==> src/rtl/gcol_vtx_mem.sv <==
// Per-vertex state RAM (degree, colored flag, color) with a valid bit per entry.
// An entry never written since reset or clear reads as all zero. Uses no package items.
module gcol_vtx_mem #(
    parameter int DEPTH = 256,
    parameter int W     = 11
) (
    input  logic                     i_clk,
    input  logic                     i_rst_n,
    input  logic                     i_clr,
    input  logic                     i_we,
    input  logic [$clog2(DEPTH)-1:0] i_waddr,
    input  logic [W-1:0]             i_wdata,
    input  logic [$clog2(DEPTH)-1:0] i_raddr,
    output logic [W-1:0]             o_rdata
);

    logic [W-1:0]     mem [0:DEPTH-1];
    logic [W-1:0]     r_q;
    logic [DEPTH-1:0] r_vld;
    logic             r_rd_vld;

    always_ff @(posedge i_clk) begin
        if (i_we) begin
            mem[i_waddr] <= i_wdata;
        end
    end

    always_ff @(posedge i_clk) begin
        r_q      <= mem[i_raddr];
        r_rd_vld <= r_vld[i_raddr];
    end

    always_ff @(posedge i_clk) begin
        if (!i_rst_n) begin
            r_vld <= '0;
        end else if (i_clr) begin
            r_vld <= '0;
        end else if (i_we) begin
            r_vld[i_waddr] <= 1'b1;
        end
    end

    // invalid entry = degree 0, uncolored
    assign o_rdata = r_rd_vld ? r_q : '0;

endmodule

==> config.mk <==
export PLATFORM = sky130hd
export DESIGN_NAME = gcol_vtx_mem
export DESIGN_NICKNAME = d
export VERILOG_FILES = /design/src/rtl/gcol_vtx_mem.sv
export SDC_FILE = /design/constraint.sdc
export NUM_CORES = 2
export LEC_CHECK = 0
export BUFFER_PORTS_ARGS = -buffer_cell sky130_fd_sc_hd__buf_2
export CAP_MARGIN = 30
export CORE_MARGIN = 1
export CORE_UTILIZATION = 30
export DETAILED_ROUTE_END_ITERATION = 10
export HOLD_SLACK_MARGIN = 0.06
export SKIP_CTS_REPAIR_TIMING = 1
export SYNTH_ARGS = -nofsm -noshare
export SYNTH_HDL_FRONTEND = slang
export SYNTH_SLANG_ARGS = --single-unit
==> constraint.sdc <==
create_clock -name i_clk -period 7.18 [get_ports i_clk]
set_input_delay 1.436 -clock i_clk [delete_from_list [all_inputs] [get_ports i_clk]]
set_output_delay 1.436 -clock i_clk [all_outputs]
set_load 0.05 [all_outputs]
Word-level counts from Yosys, hierarchy flattened
Memory sizes are Yosys's and may differ from the RTL's. A register that Yosys moved wholly into a read port is not among the register bits.
Cells that the tools add are included.
Cells by class
  magnitude comparators: 3
  mux-type cells: 7
  bitwise gates (word level): 2
  reduce and logical (&&, ||, !) cells: 2
Operators with widths (count)
  $or 256x256->256: 1
  $lt 8x9->1 const B: 2
  $mux 11: 1
  $bmux 1 s8: 1
  $demux 1 s8: 1
  $ge 8x1->1 const B: 1
  $mux 1: 4
  $reduce_or 2->1: 1
  $logic_and 1x1->1: 1
  $not 1->1: 1
Storage, ports and cells
  register bits: 257
  RAM bits: 2816
  bits of input ports: 31
  output and inout port bits: 11
  word-level logic and storage cells: 17
  memories kept: 1
Memories
  mem: words 256, width 11, rd ports 1, clocked after memory_dff 1, wr ports 1, RTL line 17  | logic [W-1:0] mem [0:DEPTH-1];

Logic depth before layout (Yosys ltp)
  depth after elaboration: 5
  gate-level depth with buffers: 12
  gate-level depth less buffers: 6

Least setup slack after synthesis
OpenSTA, ideal clock, no wires.
  kind: input-to-reg
  start: in i_we
  end: mem mem[202][0] (enable)
  library setup time: 380 ps
  data arrival time: 3154 ps
  required time: 6800 ps
  setup slack: 3646 ps
  cell stages on the path: 6
  path buffers: 3
  cells stage by stage: clkbuf_1 -> inv_1 -> or4_1 -> clkbuf_1 -> clkbuf_1 -> nor2_1
On the way
  word-level cells in the longest chain between the ends: 2
Ends and longest elaborated chain
  start, declared: RTL line 10  | input logic i_we,
  $mux 1: RTL line 23  | if (i_we) begin
  $mux 1 (not written as such): RTL line 24  | mem[i_waddr] <= i_wdata;
  end, declared: RTL line 17
Every way passes these cells.

==> metrics.yaml <==
yosys:
  yosys_warnings: 0
  yosys.cell_types.count: 50
  synth.avg_cell_area_sq_um: 19.67
  netlist.area_leader.share: 0.7175
  ys_ff_latch: 3084
  synth_area_leaders: "edfxtp_1 72%, mux4_2 12%, dfxtp_1 4.6%"
  synthFlopType: "edfxtp_1"
  syn_nets: 6021
  netlist_instances: 5990
  ys_async_sr_fraction: 0
  synth-seq-area-share: 0.7631
  synthesis.area_sq_mm: 0.1178
  synth_edf_count: 2816
  synth_largest_area_cell: "edfxtp_1"
clocking:
  cts_max_level: 5
  cts_tree: "built"
  cts_inserted_buffers: 318
  cts-root-buf: "clkbuf_16"
  clkLatencyLatePin_ns: 0.90
  clk_path_buf_depth: 4
  path_clk_slew_ns: 0.06
  cts_sinks: 3084
cells_and_area:
  final_common_cell: "edfxtp_1"
  drive_gt1_frac: 0.2412
  area_growth_pct: 16.10
  regArea_sq_mm: 0.08993
  utilization: 0.3509
  layout_common_cells: "2816 x edfxtp_1, 724 x nor2_1, 636 x mux4_2, 324 x clkbuf_16, 272 x buf_4"
  nets: 6417
  multi_input_area_sq_mm: 0.02597
  n_fill_cell: 35820
sta:
  skew_ns: 0.07270
  timing.fmax_mhz: 205.4
  slew_viol_final: 0
  worst_pin_slew_ns: 1.250
  period_minus_slack_ns: 4.869
  rsz0062_at_grt: "false"
  tns_ns: 0
  hold_viol_final: 0
  max_slew_margin: 0.1668
  post-route-period-util: 0.6781
  setup_violations: 0
power_and_ir_drop:
  ir_drop_mv: 0.2015
  cellPowerDensity_mw_per_mm2: 276.3
  p_total_w: 0.03781
  leakagePower_nw: 42.77
worst_setup_path:
  required_ns: 7.88
  crit_start: "i_raddr[0]"
  r2r-end: "r_q[9]"
  rrSetupSlack_ns: 3.83
  endpoint: "r_q[9]"
  rr_worst_depth: 6
  r2r-start: "mem[99][9]"
  path_max_fanout: 83
  worstPathArrival_ns: 5.57
  cp-start-kind: "input port"
  path_class: "in -> reg"
  endpoint_kind: "register"
global_routing:
  grt_max_degree: 209
  grt_overflow: 0
  grt_pass1_wl_mm: 452.7
  grt_pass1_vias: 61120
  antenna_found_initial: 21
  grt_usage: 0.1562
drt:
  routed_via_density: 5.160
  post_drt_wl_per_cell_um: 26.73
  dr.pass1.iters: 6
  drtAntennaViolNets: 0
  drc: 0
  drtIter0Drc: 7407
  drt-total-wl_mm: 317.0
  routed-via-count: 61200
floorplan:
  coreArea_sq_mm: 0.3900
  start_util: 0.3022
  io_pins: 42
  fp.dieW_um: 628.8
  dieArea_sq_mm: 0.3953
  die_height_um: 628.8
  rows: 229
hold_path:
  hp-class: "reg -> reg"
outcome:
  status: "finished, final reports clean"
placement:
  gp_congestion: 0.8490
  hpwl_mm: 196.7
  io_buffers: 41
run:
  max-cap-violations: 0
[routing by layer]
layer | track usage | vias to the layer above | wire length (um)
met4 | 0.05480 | 2 | 11050
met5 | 0 | - | 10
met2 | 0.2527 | 2793 | 152200
li1 | - | 25310 | -
met1 | 0.2108 | 32580 | 127200
met3 | 0.02857 | 511 | 26590
[report_power, final]
group          switching, W  leakage, nW  internal, W  total, W
combinational       0.00121         10.2     0.000565   0.00178
clock               0.00692         5.07      0.00946    0.0164
sequential        0.0000246         27.5       0.0196    0.0196
[critical path, cell delays in order]
cell      delay [ns]
buf_12          0.50
buf_12          0.47
mux4_2          0.61
a221oi_1        0.75
o21ai_0         0.37
nor3_1          0.89
nor4_1          0.16
[sequential cells by signal (all words and copies together) (netlist names)]
name and count:
mem 2816, r_q 11, r_rd_vld 1, r_vld 256
[metrics by stage]
stage	std cells	hold WS (ns)	setup slack, ns	instance area [sq um]
3_5_place_dp	11250	0.4521	1.425	126200
6_report	11860	0.4629	2.311	136800
5_1_grt	11860	0.4876	2.197	136800
4_1_cts	11840	0.4660	2.376	136600
2_1_floorplan	5990	0.4348	3.646	117800
3_3_place_gp	11080	0.4435	0.8527	124600
[layout make-up]
cell class | instances | share of cell area
clock buffer | 435 | 0.06398
multi-input combinational | 2541 | 0.1898
timing repair buffer | 438 | 0.02943
inverter | 3 | 0.00008230
clock inverter | 150 | 0.01176
sequential | 3084 | 0.6572
antenna | 11 | 0.0002012
tap | 5197 | 0.04752
[logic make-up after synthesis]
group	after synthesis	synth area share
AOI/OAI and AO/OA	640	0.03830
muxes	907	0.1457
and+or+nand+nor	994	0.03531
buffers and inverters	365	0.01766
DFF	3084	0.7631
[worst min path at each step]
stage                from         end  slack (ns)  depth (start not counted)
2_1_floorplan  r_vld[102]  r_vld[102]        0.43                          2
3_3_place_gp   r_vld[155]  r_vld[155]        0.44                          2
3_5_place_dp   r_vld[202]  r_vld[202]        0.45                          2
4_1_cts        r_vld[202]  r_vld[202]        0.47                          2
5_1_grt         r_vld[31]   r_vld[31]        0.49                          1
6_report       r_vld[202]  r_vld[202]        0.46                          2
[Yosys cell counts (3+ instances only)]
cell,count
a211oi_1,7
a21oi_1,141
a221oi_1,24
a22o_1,13
a22oi_1,237
a311oi_1,8
a31oi_1,6
a32oi_1,6
and2_1,16
and3b_1,3
buf_1,10
buf_12,9
buf_2,49
buf_4,50
buf_6,24
buf_8,12
clkbuf_1,208
dfxtp_1,268
edfxtp_1,2816
mux2i_1,262
mux4_1,8
mux4_2,636
nand2_1,42
nand2b_1,10
nand3_1,39
nand3b_1,3
nand4_1,11
nor2_1,740
nor2b_1,20
nor3_1,59
nor4_1,37
o211ai_1,7
o21ai_0,18
o21ba_2,29
o221ai_1,49
o22a_1,7
o22ai_1,78
o31ai_1,4
o32ai_1,4
or2_2,7
Power figures use the tool's default switching activity.
