===== config.mk =====
export PLATFORM = sky130hd
export DESIGN_NAME = gcol_ctrl
export DESIGN_NICKNAME = d
export VERILOG_FILES = /design/src/rtl/gcol_pkg.sv /design/src/rtl/gcol_ctrl.sv
export SDC_FILE = /design/constraint.sdc
export NUM_CORES = 1
export LEC_CHECK = 0
export ABC_AREA = 1
export BUFFER_PORTS_ARGS = -buffer_cell sky130_fd_sc_hd__buf_4
export CAP_MARGIN = 20
export CORE_ASPECT_RATIO = 0.6
export CORE_MARGIN = 4
export CORE_UTILIZATION = 40
export DETAILED_ROUTE_END_ITERATION = 6
export SKIP_LAST_GASP = 1
export SYNTH_ARGS = -nofsm -noshare
export SYNTH_HDL_FRONTEND = slang
export SYNTH_SLANG_ARGS = --single-unit

===== constraint.sdc =====
create_clock -name i_clk -period 5.35 [get_ports i_clk]
set_input_delay 0.535 -clock i_clk [delete_from_list [all_inputs] [get_ports i_clk]]
set_output_delay 0.535 -clock i_clk [all_outputs]
set_load 0.1 [all_outputs]

===== src/rtl/gcol_pkg.sv =====
// Shared types and constants for the greedy graph coloring unit.
// No dependencies; used by every module under rtl/ except gcol_vtx_mem.
package gcol_pkg;

    localparam int OPCODE_W = 2;
    localparam int VID_W    = 8;
    localparam int STATUS_W = 3;
    localparam int COLOR_W  = 6;
    localparam int VCNT_W   = 9;

    localparam logic [VCNT_W-1:0]  VCNT_RESET = 9'd256;
    localparam logic [COLOR_W-1:0] COLOR_NONE = 6'h3F;   // -1, uncolored

    typedef enum logic [OPCODE_W-1:0] {
        OP_CLEAR = 2'd0,
        OP_ADD   = 2'd1,
        OP_COLOR = 2'd2,
        OP_READ  = 2'd3
    } t_opcode;

    typedef enum logic [STATUS_W-1:0] {
        ST_OK    = 3'd0,
        ST_DUP   = 3'd1,
        ST_RANGE = 3'd2,
        ST_FULL  = 3'd3,
        ST_LOOP  = 3'd4
    } t_status;

    typedef enum logic [3:0] {
        S_IDLE,
        S_DEC,
        S_RDA,
        S_RDB,
        S_SCAN,
        S_WRA,
        S_WRB,
        S_WALK,
        S_PICK,
        S_EMIT
    } t_state;

endpackage


===== src/rtl/gcol_ctrl.sv =====
// Sequencer for the graph coloring unit: decodes items, walks neighbor lists in the
// RAMs, holds the vertex_count register and the output register. Uses gcol_pkg.
module gcol_ctrl #(
    parameter int NUM_V   = 256,
    parameter int MAX_DEG = 16
) (
    input  logic                              i_clk,
    input  logic                              i_rst_n,
    input  logic                              i_in_valid,
    output logic                              o_in_stall,
    input  logic [gcol_pkg::OPCODE_W-1:0]     i_opcode,
    input  logic [gcol_pkg::VID_W-1:0]        i_vertex_a,
    input  logic [gcol_pkg::VID_W-1:0]        i_vertex_b,
    output logic                              o_out_valid,
    input  logic                              i_out_stall,
    output logic [gcol_pkg::STATUS_W-1:0]     o_status,
    output logic [gcol_pkg::COLOR_W-1:0]      o_color,
    input  logic                              i_cfg_we,
    input  logic [gcol_pkg::VCNT_W-1:0]       i_cfg_wdata,
    output logic                              o_nt_we,
    output logic [$clog2(NUM_V)+((MAX_DEG > 1) ? $clog2(MAX_DEG) : 1)-1:0] o_nt_waddr,
    output logic [gcol_pkg::VID_W-1:0]        o_nt_wdata,
    output logic [$clog2(NUM_V)+((MAX_DEG > 1) ? $clog2(MAX_DEG) : 1)-1:0] o_nt_raddr,
    input  logic [gcol_pkg::VID_W-1:0]        i_nt_rdata,
    output logic                              o_vs_clr,
    output logic                              o_vs_we,
    output logic [$clog2(NUM_V)-1:0]          o_vs_waddr,
    output logic [2*$clog2(MAX_DEG+1):0]      o_vs_wdata,
    output logic [$clog2(NUM_V)-1:0]          o_vs_raddr,
    input  logic [2*$clog2(MAX_DEG+1):0]      i_vs_rdata
);

    localparam int VW  = $clog2(NUM_V);
    localparam int IW  = (MAX_DEG > 1) ? $clog2(MAX_DEG) : 1;
    localparam int DW  = $clog2(MAX_DEG + 1);
    localparam int CW  = DW;
    localparam int VSW = DW + 1 + CW;

    localparam logic [DW-1:0] DMAX = DW'(MAX_DEG);
    localparam logic [gcol_pkg::VCNT_W-1:0] NV_LIM = gcol_pkg::VCNT_W'(NUM_V);

    gcol_pkg::t_state  r_state, n_state;
    gcol_pkg::t_opcode r_op;
    gcol_pkg::t_status r_res_status, r_out_status;

    logic [gcol_pkg::VID_W-1:0]   r_a, r_b;
    logic [gcol_pkg::VCNT_W-1:0]  r_vcount;
    logic [DW-1:0]                r_deg_a, r_deg_b, r_idx;
    logic [CW:0]                  r_col_a, r_col_b;   // {colored, color}
    logic                         r_p1, r_p2;
    logic [MAX_DEG-1:0]           r_used;
    logic [gcol_pkg::COLOR_W-1:0] r_res_color, r_out_color;
    logic                         r_out_valid;

    logic [DW-1:0] vs_deg;
    logic          vs_cold;
    logic [CW-1:0] vs_col;
    logic          acc, a_ok, b_ok, hit, scan_done, walk_done, full, issue, out_free;
    logic [CW-1:0] pick;

    assign vs_deg  = i_vs_rdata[VSW-1 -: DW];
    assign vs_cold = i_vs_rdata[CW];
    assign vs_col  = i_vs_rdata[CW-1:0];

    assign acc       = i_in_valid && (r_state == gcol_pkg::S_IDLE);
    assign a_ok      = ({1'b0, r_a} < r_vcount) && ({1'b0, r_a} < NV_LIM);
    assign b_ok      = ({1'b0, r_b} < r_vcount) && ({1'b0, r_b} < NV_LIM);
    assign hit       = r_p1 && (i_nt_rdata == r_b);
    assign scan_done = (r_idx == r_deg_a) && !r_p1;
    assign walk_done = (r_idx == r_deg_a) && !r_p1 && !r_p2;
    assign full      = (r_deg_a == DMAX) || (r_deg_b == DMAX);
    assign issue     = (r_idx != r_deg_a);
    assign out_free  = !r_out_valid || !i_out_stall;

    // first color not held by a neighbor
    always_comb begin
        pick = CW'(MAX_DEG);
        for (int i = MAX_DEG - 1; i >= 0; i--) begin
            if (!r_used[i]) pick = CW'(i);
        end
    end

    // next state
    always_comb begin
        n_state = r_state;
        unique case (r_state)
            gcol_pkg::S_IDLE: if (acc) n_state = gcol_pkg::S_DEC;
            gcol_pkg::S_DEC: begin
                if (r_op == gcol_pkg::OP_CLEAR) n_state = gcol_pkg::S_EMIT;
                else if (!a_ok || (r_op == gcol_pkg::OP_ADD && !b_ok)) n_state = gcol_pkg::S_EMIT;
                else n_state = gcol_pkg::S_RDA;
            end
            gcol_pkg::S_RDA: begin
                unique case (r_op)
                    gcol_pkg::OP_ADD:   n_state = (r_a == r_b) ? gcol_pkg::S_EMIT : gcol_pkg::S_RDB;
                    gcol_pkg::OP_COLOR: n_state = gcol_pkg::S_WALK;
                    default:            n_state = gcol_pkg::S_EMIT;
                endcase
            end
            gcol_pkg::S_RDB: n_state = gcol_pkg::S_SCAN;
            gcol_pkg::S_SCAN: begin
                if (hit) n_state = gcol_pkg::S_EMIT;
                else if (scan_done) n_state = full ? gcol_pkg::S_EMIT : gcol_pkg::S_WRA;
            end
            gcol_pkg::S_WRA:  n_state = gcol_pkg::S_WRB;
            gcol_pkg::S_WRB:  n_state = gcol_pkg::S_EMIT;
            gcol_pkg::S_WALK: if (walk_done) n_state = gcol_pkg::S_PICK;
            gcol_pkg::S_PICK: n_state = gcol_pkg::S_EMIT;
            gcol_pkg::S_EMIT: if (out_free) n_state = gcol_pkg::S_IDLE;
            default:          n_state = gcol_pkg::S_IDLE;
        endcase
    end

    // memory controls
    always_comb begin
        o_nt_we    = 1'b0;
        o_nt_waddr = {r_a[VW-1:0], r_deg_a[IW-1:0]};
        o_nt_wdata = r_b;
        o_nt_raddr = {r_a[VW-1:0], r_idx[IW-1:0]};
        o_vs_clr   = 1'b0;
        o_vs_we    = 1'b0;
        o_vs_waddr = r_a[VW-1:0];
        o_vs_wdata = {r_deg_a + DW'(1), r_col_a};
        o_vs_raddr = r_a[VW-1:0];
        unique case (r_state)
            gcol_pkg::S_DEC: o_vs_clr = (r_op == gcol_pkg::OP_CLEAR);
            gcol_pkg::S_RDA: o_vs_raddr = r_b[VW-1:0];
            gcol_pkg::S_WRA: begin
                o_nt_we = 1'b1;
                o_vs_we = 1'b1;
            end
            gcol_pkg::S_WRB: begin
                o_nt_we    = 1'b1;
                o_nt_waddr = {r_b[VW-1:0], r_deg_b[IW-1:0]};
                o_nt_wdata = r_a;
                o_vs_we    = 1'b1;
                o_vs_waddr = r_b[VW-1:0];
                o_vs_wdata = {r_deg_b + DW'(1), r_col_b};
            end
            gcol_pkg::S_WALK: o_vs_raddr = i_nt_rdata[VW-1:0];
            gcol_pkg::S_PICK: begin
                o_vs_we    = 1'b1;
                o_vs_wdata = {r_deg_a, 1'b1, pick};
            end
            default: ;
        endcase
    end

    assign o_in_stall = (r_state != gcol_pkg::S_IDLE);

    always_ff @(posedge i_clk) begin
        if (!i_rst_n) begin
            r_state     <= gcol_pkg::S_IDLE;
            r_out_valid <= 1'b0;
            r_vcount    <= gcol_pkg::VCNT_RESET;
        end else begin
            r_state <= n_state;
            if (i_cfg_we) r_vcount <= i_cfg_wdata;
            if (r_state == gcol_pkg::S_EMIT && out_free) r_out_valid <= 1'b1;
            else if (!i_out_stall) r_out_valid <= 1'b0;
        end
    end

    always_ff @(posedge i_clk) begin
        if (acc) begin
            r_op <= gcol_pkg::t_opcode'(i_opcode);
            r_a  <= i_vertex_a;
            r_b  <= i_vertex_b;
        end
        case (r_state)
            gcol_pkg::S_DEC: begin
                r_res_color  <= gcol_pkg::COLOR_NONE;
                r_res_status <= (r_op != gcol_pkg::OP_CLEAR &&
                                 (!a_ok || (r_op == gcol_pkg::OP_ADD && !b_ok)))
                                ? gcol_pkg::ST_RANGE : gcol_pkg::ST_OK;
            end
            gcol_pkg::S_RDA: begin
                r_deg_a      <= vs_deg;
                r_col_a      <= {vs_cold, vs_col};
                r_idx        <= '0;
                r_p1         <= 1'b0;
                r_p2         <= 1'b0;
                r_used       <= '0;
                r_res_color  <= vs_cold ? gcol_pkg::COLOR_W'(vs_col) : gcol_pkg::COLOR_NONE;
                r_res_status <= (r_op == gcol_pkg::OP_ADD && r_a == r_b)
                                ? gcol_pkg::ST_LOOP : gcol_pkg::ST_OK;
            end
            gcol_pkg::S_RDB: begin
                r_deg_b <= vs_deg;
                r_col_b <= {vs_cold, vs_col};
            end
            gcol_pkg::S_SCAN: begin
                r_idx <= r_idx + DW'(issue);
                r_p1  <= issue;
                if (hit) r_res_status <= gcol_pkg::ST_DUP;
                else if (scan_done && full) r_res_status <= gcol_pkg::ST_FULL;
            end
            gcol_pkg::S_WALK: begin
                // neighbor id in flight on p1, its state arrives on p2
                r_idx <= r_idx + DW'(issue);
                r_p1  <= issue;
                r_p2  <= r_p1;
                if (r_p2 && vs_cold && vs_col < CW'(MAX_DEG)) r_used[vs_col[IW-1:0]] <= 1'b1;
            end
            gcol_pkg::S_PICK: r_res_color <= gcol_pkg::COLOR_W'(pick);
            gcol_pkg::S_EMIT: begin
                if (out_free) begin
                    r_out_status <= r_res_status;
                    r_out_color  <= r_res_color;
                end
            end
            default: ;
        endcase
    end

    assign o_out_valid = r_out_valid;
    assign o_status    = r_out_status;
    assign o_color     = r_out_color;

`ifndef SYNTHESIS
    a_idx_bound: assert property (@(posedge i_clk) disable iff (!i_rst_n)
        (r_state == gcol_pkg::S_SCAN || r_state == gcol_pkg::S_WALK) |-> r_idx <= r_deg_a)
        else $error("neighbor walk index passed degree");

    a_nt_room: assert property (@(posedge i_clk) disable iff (!i_rst_n)
        o_nt_we |-> (((r_state == gcol_pkg::S_WRA) ? r_deg_a : r_deg_b) < DMAX))
        else $error("neighbor write into a full list");

    a_walk_drained: assert property (@(posedge i_clk) disable iff (!i_rst_n)
        (r_state == gcol_pkg::S_PICK) |-> (!r_p1 && !r_p2))
        else $error("color chosen with neighbor reads in flight");

    a_out_from_emit: assert property (@(posedge i_clk) disable iff (!i_rst_n)
        $rose(r_out_valid) |-> $past(r_state) == gcol_pkg::S_EMIT)
        else $error("result loaded outside of emit");
`endif

endmodule


### Word-level counts from Yosys, hierarchy flattened

Index checks and enable logic that the tools add are counted.

* bits in registers: 95
* input bits: 51
* output and inout port bits: 73
* logic and storage cells: 139

* $lt $le $gt $ge: 5
* reduce and logical (&&, ||, !) cells: 37
* equality and inequality tests: 24
* multiplexer cells: 51
* bitwise operators: 1
* add/sub/neg operators: 3

Operator list (count)
* 2-to-1 mux 5 bit: 16
* 2-to-1 mux 4 bit: 9
* one-hot mux 4 bit (9 select lines): 1
* one-hot mux 16 bit (2 select lines): 1
* one-hot mux 11 bit (2 select lines): 1
* less-than comparator 8 x 9 -> 1 bit: 2
* one-hot mux 6 bit (3 select lines): 1
* equality test 4 x 3 -> 1 bit (second input constant): 4
* equality test 8 bit: 2
* 2-to-1 mux 16 bit: 1
* 2-to-1 mux 8 bit: 2
* OR 16 bit: 1
* one-hot mux 8 bit (2 select lines): 1
* logical AND 1 bit: 12
* 2-to-1 mux 12 bit: 1
* adder 5 x 1 -> 5 bit (second input constant): 2
* equality test 5 bit (second input constant): 2
* one-hot mux 5 bit (2 select lines): 1
* 2-to-1 mux 3 bit: 3
* one-hot mux 3 bit (3 select lines): 1
* equality test 4 x 2 -> 1 bit (second input constant): 2
* equality test 4 bit (second input constant): 2
* inequality test 2 bit (second input constant): 4
* one-hot mux 4 bit (2 select lines): 1
* other kinds (27): 48

### Logic depth before layout (Yosys ltp)

* depth after elaboration: 17
* gate-level depth with buffers: 17

### Worst setup path before layout

No wires, ideal clock.

* path type: reg-to-output
* from: register r_state[2]
* to: output port o_vs_wdata[8]
* setup slack: -0.828 ns
* required time: 4.815 ns
* data arrival time: 5.643 ns
* path buffers: 0
* stages on the path, launching flop included: 8
* cell sequence: dfxtp_1 > inv_2 > nor2_4 > nand3_4 > o21ai_0 > ha_1 > nor2_1 > o31ai_1

* cells in the longest elaborated chain, start to end: 2
* elaborated cells on any way between the ends: 3

Ends and longest elaborated chain
* from (decl): RTL line gcol_ctrl.sv:42 `gcol_pkg::t_state r_state, n_state;`
* from (signal assigned): RTL line gcol_ctrl.sv:153 `r_state <= gcol_pkg::S_IDLE;`
* from (signal assigned): RTL line gcol_ctrl.sv:157 `r_state <= n_state;`
* equality test 4 bit / equality test 4 x 3 -> 1 bit (equally long branches): RTL line gcol_ctrl.sv:125 `unique case (r_state)`
* one-hot mux 11 bit (2 select lines) *: RTL line gcol_ctrl.sv:125
* to (decl): RTL line gcol_ctrl.sv:28 `output logic [2*$clog2(MAX_DEG+1):0] o_vs_wdata,`

Every way passes the cells marked *; elsewhere a longest branch is shown, timed or not.

### Worst setup path in the final report

* from: register r_state[2]
* to: output port o_vs_wdata[10]

Same word-level chain as after synthesis.

==> results.yml <==
run_status:
  status: "finished, final reports clean"
place:
  place.gp.congestion: 0.914
  post-place-ws_ns: 2.40
  portBuffers: 123
  hpwl_um: 11600
  dp_cells: 861
cts:
  clock_sinks: 95
  cts_tree: "done"
  clkTransAtPathRegs_ns: 0.07
  ctsResizeCount: 0
  clkLatencyLatePin_ns: 0.35
  cts_max_level: 3
  clockBufferDepth: 2
  cts_root_buf: "clkbuf_16"
  cts_buffers: 9
  ctsHoldBuffers: 0
  cts_setup_buffers: 0
synth:
  async_flop_share: 0
  synth_largest_area_cell: "edfxtp_1"
  synth_seq_cells: 95
  yosysTopAreaCellShare: 0.462
  synth_area_um2: 5260
  ys_seq_area_frac: 0.515
  ys_top_cells_by_area: "edfxtp_1 (46%), nand2_1 (9.5%), inv_1 (5.6%)"
  syn-num-nets: 659
  yosysWarnings: 0
  avgSynthCellArea_um2: 8.95
  synthFlopType: "edfxtp_1"
  synthDistinctLibCells: 43
  synth_edf_count: 81
  synthCells: 588
timing:
  fin_tns_setup_ns: 0
  worst_slack_ns: 2.01
  period_share: 0.624
  setup_viol: 0
  min_period_ns: 3.34
  drv_slew: 0
  rsz0062_at_grt: "false"
  max_freq_ghz: 0.300
  clock_skew_ns: 0.00748
  hold_viol: 0
  maxSlewHeadroom: 0.347
  finalHoldWorstSlack_ns: 0.356
  tightest_slew_ns: 0.979
global_route:
  grt_first_pass_wirelength_um: 23000
  use_met3: 0.0577
  antenna_found_initial: 0
  met1_usage: 0.310
  grt_overflow: 0
  grt_pass1_vias: 4190
  top_usage_layer: "met1"
  met2_usage: 0.263
  grt_start_max_net_pins: 34
  grt.total_usage: 0.195
critical_path:
  endpoint_kind: "output pin"
  path_class: "flip-flop to output pin"
  path_max_fanout: 33
  cp.required_ns: 4.82
  crit_path_start_kind: "flip-flop"
  arrival_ns: 2.80
die:
  core_um2: 12900
  rows: 32
  die_area_um2: 15100
  fp.dieW_um: 156
  start_util: 0.409
  dieHeight_um: 96.8
  pin_count: 124
finish:
  drive_gt1_frac: 0.247
  diodes: 0
  final_cells: 878
  areaGrowthSynthToFinish_pct: 25.5
  layout.nets: 774
flow_run:
  drv_cap: 0
pwr:
  cellLeakagePower_nw: 2.98
  power_density_nw_per_um2: 537
  total_power_mw: 3.55
  peakVddDrop_uv: 446
min_path:
  min_path_type: "primary input to flip-flop"
route:
  drt_wl_total_um: 14600
  avgRoutedWirePerCell_um: 16.7
  antenna_left: 0
  drc: 0
  num_vias: 4402
  initialDrtViolationCount: 454
  dr.pass1.iters: 5
  vias_per_cell: 5.01
-- synth_stat cells, types with 4 or more instances --
cell type,number
inv_1,78
xor2_1,5
nand3_1,27
ha_1,20
nor2_1,50
nor3_1,6
dfxtp_1,14
o211ai_1,4
buf_4,13
a21oi_1,41
xnor2_1,9
nand2_2,4
edfxtp_1,81
o21ai_0,35
o221ai_1,9
clkbuf_1,5
nand4_1,4
nand2_1,133
inv_2,8
nor2_2,5
-- layer usage --
metal	share of wire	wire (um)	up-vias
li1	-	-	2187
met1	0.50	7320	2031
met2	0.40	5820	175
met3	0.094	1370	9
met4	0.0074	108	0
met5	0	0	-
-- through the flow --
| stage | area (um2) | util |
|---|---|---|
| 2_1_floorplan | 5260 | - |
| 3_3_place_gp | 6270 | 0.488 |
| 3_5_place_dp | 6270 | 0.488 |
| 4_1_cts | 6600 | 0.513 |
| 5_1_grt | 6610 | 0.514 |
| 6_report | 6610 | 0.514 |
-- layout make-up --
type | instances | area, um2
Sequential cell | 95 | 2710
Clock buffer | 9 | 225
Fill cell | 1191 | 6250
Tap cell | 170 | 213
Multi-Input combinational cell | 383 | 2070
Inverter | 87 | 329
Clock inverter | 7 | 97.6
Timing Repair Buffer | 127 | 953
-- worst max-delay path: stages, from the launching register on --
cell and delay (ns):
dfxtp_1 0.37, inv_2 0.06, nor2_4 0.13, nand3_4 0.31, inv_2 0.47, or2_1 0.18, o21ai_2 0.07, nor2_2 0.12
nand2_1 0.08, xor2_1 0.15, a21oi_1 0.16, buf_4 0.32
-- power breakdown --
group | internal [mW] | switching, mW | total (mW)
logic | 0.374 | 1.40 | 1.78
registers | 0.971 | 0.105 | 1.08
clock network | 0.379 | 0.314 | 0.693
-- cell families (layout without fill, tap and decap cells) --
logic type | count (synthesis) | after routing | share of synthesized area
XOR/XNOR | 14 | 14 | 0.0233
AND/OR/NAND/NOR | 244 | 244 | 0.207
buffers and inverters | 110 | 230 | 0.0913
adder cells (fa/ha/maj) | 20 | 20 | 0.0476
flip-flops | 95 | 95 | 0.515
AO/OA/AOI/OAI | 105 | 105 | 0.116
-- flip-flops by register name, indices dropped and copies added, names as in the netlist, 2 cells and up --
| register | cells |
|---|---|
| r_used | 16 |
| r_vcount | 9 |
| r_a | 8 |
| r_b | 8 |
| o_color | 6 |
| r_col_a | 6 |
| r_col_b | 6 |
| r_res_color | 6 |
| r_deg_a | 5 |
| r_deg_b | 5 |
| r_idx | 5 |
| r_state | 4 |
| o_status | 3 |
| r_res_status | 3 |
| r_op | 2 |
-- layout by cell type (no fill, tap or decap), types with 2 or more instances in the layout --
cell type	netlist	layout
o221ai_1	9	9
o211ai_1	4	4
dfxtp_1	14	14
o21ai_2	3	3
buf_4	13	127
edfxtp_1	81	81
nand2_2	4	4
inv_8	0	3
xnor2_1	9	9
nor2_4	3	3
o31ai_1	3	2
and3_1	2	2
inv_2	8	8
a21o_1	3	3
ha_1	20	20
o21ai_1	2	4
clkbuf_16	0	9
nand3_1	27	27
xor2_1	5	5
inv_1	78	78
nor3_1	6	6
nor2_2	5	5
a21oi_1	41	41
nand3_4	2	2
nor4_1	2	2
o21ai_0	35	33
nor2_1	50	50
nand4_1	4	4
nand2_1	133	133
-- final timing paths --
kind / slack, ns / from / depth (start not counted) / end
max: 2.01 / r_state[2] / 11 / o_vs_wdata[10]
max reg2reg: 3.04 / r_state[1] / 6 / r_p1
min reg2reg: 0.42 / r_res_status[2] / 0 / o_status[2]
min: 0.36 / i_vertex_a[1] / 1 / r_a[1]
(Power assumes the default switching activity.)
